**config.mk**
```make
export PLATFORM = sky130hd
export DESIGN_NAME = cc16_out_stage
export DESIGN_NICKNAME = d
export VERILOG_FILES = /design/src/hdl/cc16_pkg.sv /design/src/hdl/cc16_out_stage.sv
export SDC_FILE = /design/constraint.sdc
export NUM_CORES = 1
export LEC_CHECK = 0
export BUFFER_PORTS_ARGS = -buffer_cell sky130_fd_sc_hd__buf_4
export CORE_AREA = 2 2 750 752
export CTS_CLUSTER_DIAMETER = 30
export DETAILED_ROUTE_END_ITERATION = 6
export DIE_AREA = 0 0 752 754
export PLACE_DENSITY = 0.3
export RECOVER_POWER = 50
export SLEW_MARGIN = 40
export SYNTH_ARGS = -nofsm -noshare
export SYNTH_HDL_FRONTEND = slang
export SYNTH_SLANG_ARGS = --single-unit
```
**constraint.sdc**
```tcl
create_clock -name clk -period 1 [get_ports clk]
set_clock_uncertainty 0.05 [all_clocks]
set_input_delay 0.1 -clock clk [delete_from_list [all_inputs] [get_ports clk]]
set_output_delay 0.1 -clock clk [all_outputs]
set_load 0.03 [all_outputs]
```
**src/hdl/cc16_pkg.sv**
```systemverilog
// cc16_pkg: types, constants and state helpers for the 16-round block cipher
// no dependencies; used by every other file of the block but cc16_checker
`default_nettype none

package cc16_pkg;

    // field and word widths
    localparam int WORD_W    = 32;
    localparam int FIELD_W   = 64;
    localparam int NUM_WORDS = 16;
    localparam int NUM_DATA  = 8;
    localparam int NUM_KEYS  = 4;
    localparam int CFG_IDX_W = 8;

    // configuration register indexes
    localparam logic [CFG_IDX_W-1:0] REG_KEY_0_1 = 8'd0;
    localparam logic [CFG_IDX_W-1:0] REG_KEY_2_3 = 8'd1;
    localparam logic [CFG_IDX_W-1:0] REG_KEY_4_5 = 8'd2;
    localparam logic [CFG_IDX_W-1:0] REG_KEY_6_7 = 8'd3;

    // fixed words 0..3 of the state
    localparam logic [WORD_W-1:0] INIT_WORD0 = 32'd1145093211;
    localparam logic [WORD_W-1:0] INIT_WORD1 = 32'd1566258456;
    localparam logic [WORD_W-1:0] INIT_WORD2 = 32'd440612657;
    localparam logic [WORD_W-1:0] INIT_WORD3 = 32'd1721837295;

    // rotate amounts, first and second half of a quarter-round
    localparam logic [4:0] ROT_H1_A = 5'd16;
    localparam logic [4:0] ROT_H1_B = 5'd12;
    localparam logic [4:0] ROT_H2_A = 5'd8;
    localparam logic [4:0] ROT_H2_B = 5'd7;

    typedef logic [NUM_WORDS-1:0][WORD_W-1:0] word_arr_t;
    typedef logic [NUM_KEYS-1:0][FIELD_W-1:0] key_t;
    typedef logic [NUM_DATA-1:0][FIELD_W-1:0] data_t;

    // what travels beside the working state
    typedef struct packed {
        logic [FIELD_W-1:0] nonce;
        logic [FIELD_W-1:0] block_number;
        data_t              data;
    } payload_t;

    // which half-round a cell performs
    typedef struct packed {
        logic diag;
        logic second;
    } cell_mode_t;

    // rotate left, amount 1..31
    function automatic logic [WORD_W-1:0] rotl(input logic [WORD_W-1:0] v,
                                               input logic [4:0] r);
        logic [4:0] rc;
        rc = 5'd0 - r;
        return (v << r) | (v >> rc);
    endfunction

    // initial state from key, nonce and block number
    function automatic word_arr_t build_state(input key_t key,
                                              input logic [FIELD_W-1:0] nonce,
                                              input logic [FIELD_W-1:0] blk);
        word_arr_t s;
        s[0] = INIT_WORD0;
        s[1] = INIT_WORD1;
        s[2] = INIT_WORD2;
        s[3] = INIT_WORD3;
        for (int k = 0; k < NUM_KEYS; k++)
        begin
            s[4 + 2*k] = key[k][31:0];
            s[5 + 2*k] = key[k][63:32];
        end
        s[12] = nonce[31:0];
        s[13] = blk[31:0];
        s[14] = nonce[63:32];
        s[15] = blk[63:32];
        return s;
    endfunction

endpackage

`default_nettype wire

```
**src/hdl/cc16_out_stage.sv**
```systemverilog
// cc16_out_stage: keystream finish (xor of original state) and data xor
// into the output register; depends on cc16_pkg
`default_nettype none

module cc16_out_stage (
    input  wire logic                 clk,
    input  wire logic                 rst_n,
    input  wire logic                 en,
    input  wire logic                 valid_in,
    input  wire cc16_pkg::word_arr_t  state_in,
    input  wire cc16_pkg::payload_t   pl_in,
    input  wire cc16_pkg::key_t       key,
    output logic                      valid_out,
    output cc16_pkg::data_t           data_out
);
    import cc16_pkg::*;

    logic      valid_reg;
    data_t     data_reg;
    data_t     data_next;
    word_arr_t orig;
    word_arr_t ks;

    // rebuild orig; key stable while blocks in flight is up to the user
    assign orig = build_state(key, pl_in.nonce, pl_in.block_number);
    assign ks   = state_in ^ orig;

    always_comb
    begin
        for (int i = 0; i < NUM_DATA; i++)
            data_next[i] = pl_in.data[i] ^ {ks[2*i + 1], ks[2*i]};
    end

    always_ff @(posedge clk or negedge rst_n)
    begin
        if (!rst_n)
            valid_reg <= 1'b0;
        else if (en)
            valid_reg <= valid_in;
    end

    always_ff @(posedge clk)
    begin
        if (en)
            data_reg <= data_next;
    end

    assign valid_out = valid_reg;
    assign data_out  = data_reg;

endmodule

`default_nettype wire

```
==> metrics.yaml <==
fmax_ghz: 0.541
ir_drop_uv: 1340
antenna_found_initial: 519
drc: 0
place_area_um2: 50500
grt_usage: 0.119
cts_tree: "yes"
port-buffer-count: 1924
die_y_um: 754
crit_arrival_ns: 1.70
ant_nets: 0
seqPwrFrac: 0.244
synth.most_common_cell: "edfxtp_1"
clock_latency_ns: 0.84
synth_area_leaders: "edfxtp_1, xor3_1, xor2_1"
hold_end: "data_out[413]"
grt_remaining_overflow: 0
violations: "negative setup slack"
drive_above_1_share: 0.444
report.final.slew_viol_count: 0
start_util: 0.0459
dp_hpwl_mm: 324
slew_headroom: 0.474
ys_seq_area_frac: 0.600
worstSetupPathType: "flip-flop to primary output"
finalSetupViolations: 1166
synth-edff-count: 512
ys_warn_count: 0
path_cells: "buf_12"
slowest_delay_ns: 0.57
critPathRequiredTime_ns: 0.85
synth_area_um2: 25700
synthArstFlopShare: 0.00195
dominantRegCellSynth: "edfxtp_1"
postSynthCellCount: 1026
cp_max_fo: 1
path_buf_inv: 1
power_density_nw_per_um2: 1580
grt_max_degree: 31
reg2reg_depth: 1
cts.htree.levels: 4
totalWireLength_mm: 356
hold_class: "input port to flip-flop"
outcome: "finished with violations"
cts-buffers-inserted: 186
cts_num_sinks: 513
ys_seq_elements: 513
p_int_mw: 83.7
leakagePower_nw: 31.6
fillerInstances: 62800
setup_ws_ns: -0.847
cts_buffer_depth: 4
cap_violations: 0
drtPass1Iterations: 7
viasPerCell: 2.30
combPwrFrac: 0.280
synth_top_area_cell: "edfxtp_1"
vias: 29200
rows: 275
power.share.switching: 0.299
fp.dieW_um: 752
rr_startpoint: "valid_out"
utilization: 0.135
grt_pass1_vias: 31100
worstSetupEndpointType: "primary output"
avgSynthCellArea_um2: 25.0
grt_setup_unrepaired: "yes"
worst_pin_slew_ns: 0.786
start_kind: "flip-flop"
reg2reg_slack_ns: 0.19
min_period_over_period: 1.85
whs_ns: 0.101
p_switching_mw: 35.8
synth_top_area_frac: 0.599
globalplace.congestion: 0.951
cts_root_buf: "clkbuf_16"
path_clk_slew_ns: 0.04
wl_per_cell_um: 28.0
min_period_ns: 1.85
final_cell_area_um2: 75400
syn_nets: 2438
die-area_um2: 567000
reg2reg_to: "valid_out"
hp-start: "pl_in[413]"
critPathSlowestCell: "edfxtp_1"
syn_to_final_growth_pct: 194
drt-initial-drc-count: 1512
clkPwrFrac: 0.476
layout.nets: 6283
hold_viol: 0
yosysUniqueCellTypes: 6
grt_pass1_wl_mm: 413
ios: 1925
hold_depth: 3
critPathTopFamily: "flip-flops"
yosys-top-cells-count: "edfxtp_1, xor3_1, xor2_1"
core-area_um2: 559000
cells by family (layout without fill, tap and decap cells):
group	count (synthesis)	count (layout)	synth area share
XOR/XNOR	512	512	0.399
buffers and inverters	0	3997	0
flip-flops	513	513	0.600
multiplexers	1	1	0.000439
other	0	188	0
layer usage:
metal,wire (um),GRT usage
met1,137000,0.134
met2,148000,0.178
met3,52700,0.0779
met4,16500,0.0469
met5,2240,0
repair_timing:
action | in CTS | in global routing
hold endpoints to repair | 875 | 315
setup endpoints to repair | 513 | 1053
pin swaps | 0 | 22
resized for setup | 523 | 37
setup buffers | 0 | 0
hold buffers | 1664 | 16
registers in the layout (all words and copies together), names as in the netlist:
register   cells
data_out     512
valid_out      1
metrics by stage:
| stage | setup TNS, ns | setup slack [ns] | total power [mW] | std cells |
|---|---|---|---|---|
| 2_1_floorplan | 0 | 0.0690 | 38.3 | 1026 |
| 3_3_place_gp | -105.59 | -0.355 | 53.8 | 10500 |
| 3_5_place_dp | -108.43 | -0.350 | 53.7 | 10500 |
| 4_1_cts | -407.28 | -1.10 | 122 | 12500 |
| 5_1_grt | -488.60 | -1.02 | 124 | 12600 |
| 6_report | -423.88 | -0.847 | 119 | 12700 |
how the worst max path moves through the flow:
stage                     cells after the start  slack, ns           from            end
after floorplan                               1       0.07      valid_out      valid_out
final                                         1      -0.85  data_out[463]  data_out[463]
after global placement                        2      -0.35     pl_in[623]  data_out[463]
after detailed placement                      2      -0.35     pl_in[623]  data_out[463]
after global routing                          1      -1.02  data_out[457]  data_out[457]
after CTS                                     1      -1.10  data_out[457]  data_out[457]
tightest hold or removal path, cell delays in order:
cell and delay (ns):
buf_2 0.23, buf_4 0.21, xor3_1 0.28
cell type report:
cell class | count | area, um2 | area share
Antenna cell | 188 | 470 | 0.00624
Clock buffer | 218 | 4770 | 0.0634
Clock inverter | 122 | 1300 | 0.0173
Multi-Input combinational cell | 513 | 10300 | 0.136
Sequential cell | 513 | 15400 | 0.204
Tap cell | 7479 | 9360 | 0.124
Timing Repair Buffer | 3657 | 33800 | 0.448
placed cells by master, fill, tap and decap left out, drive strengths merged:
cell type and count:
buf 1756, inv 3, clkdlybuf4s25 5, clkbuf 472, clkinvlp 3, dlygate4sd3 1613, mux2 1, dfrtp 1
xor3 384, xnor2 60, bufinv 20, dlymetal6s4s 28, diode 188, edfxtp 512, xor2 68, clkinv 96
dlymetal6s2s 1
power groups by stage:
stage	sequential, mW	clock (mW)	combinational, mW
floorplan	33.8	0	4.52
global placement	29.0	0	24.8
detailed placement	28.9	0	24.7
CTS	29.2	58.7	34.4
global route	29.4	59.7	34.9
finish	29.1	56.9	33.4
(Power assumes the default switching activity.)
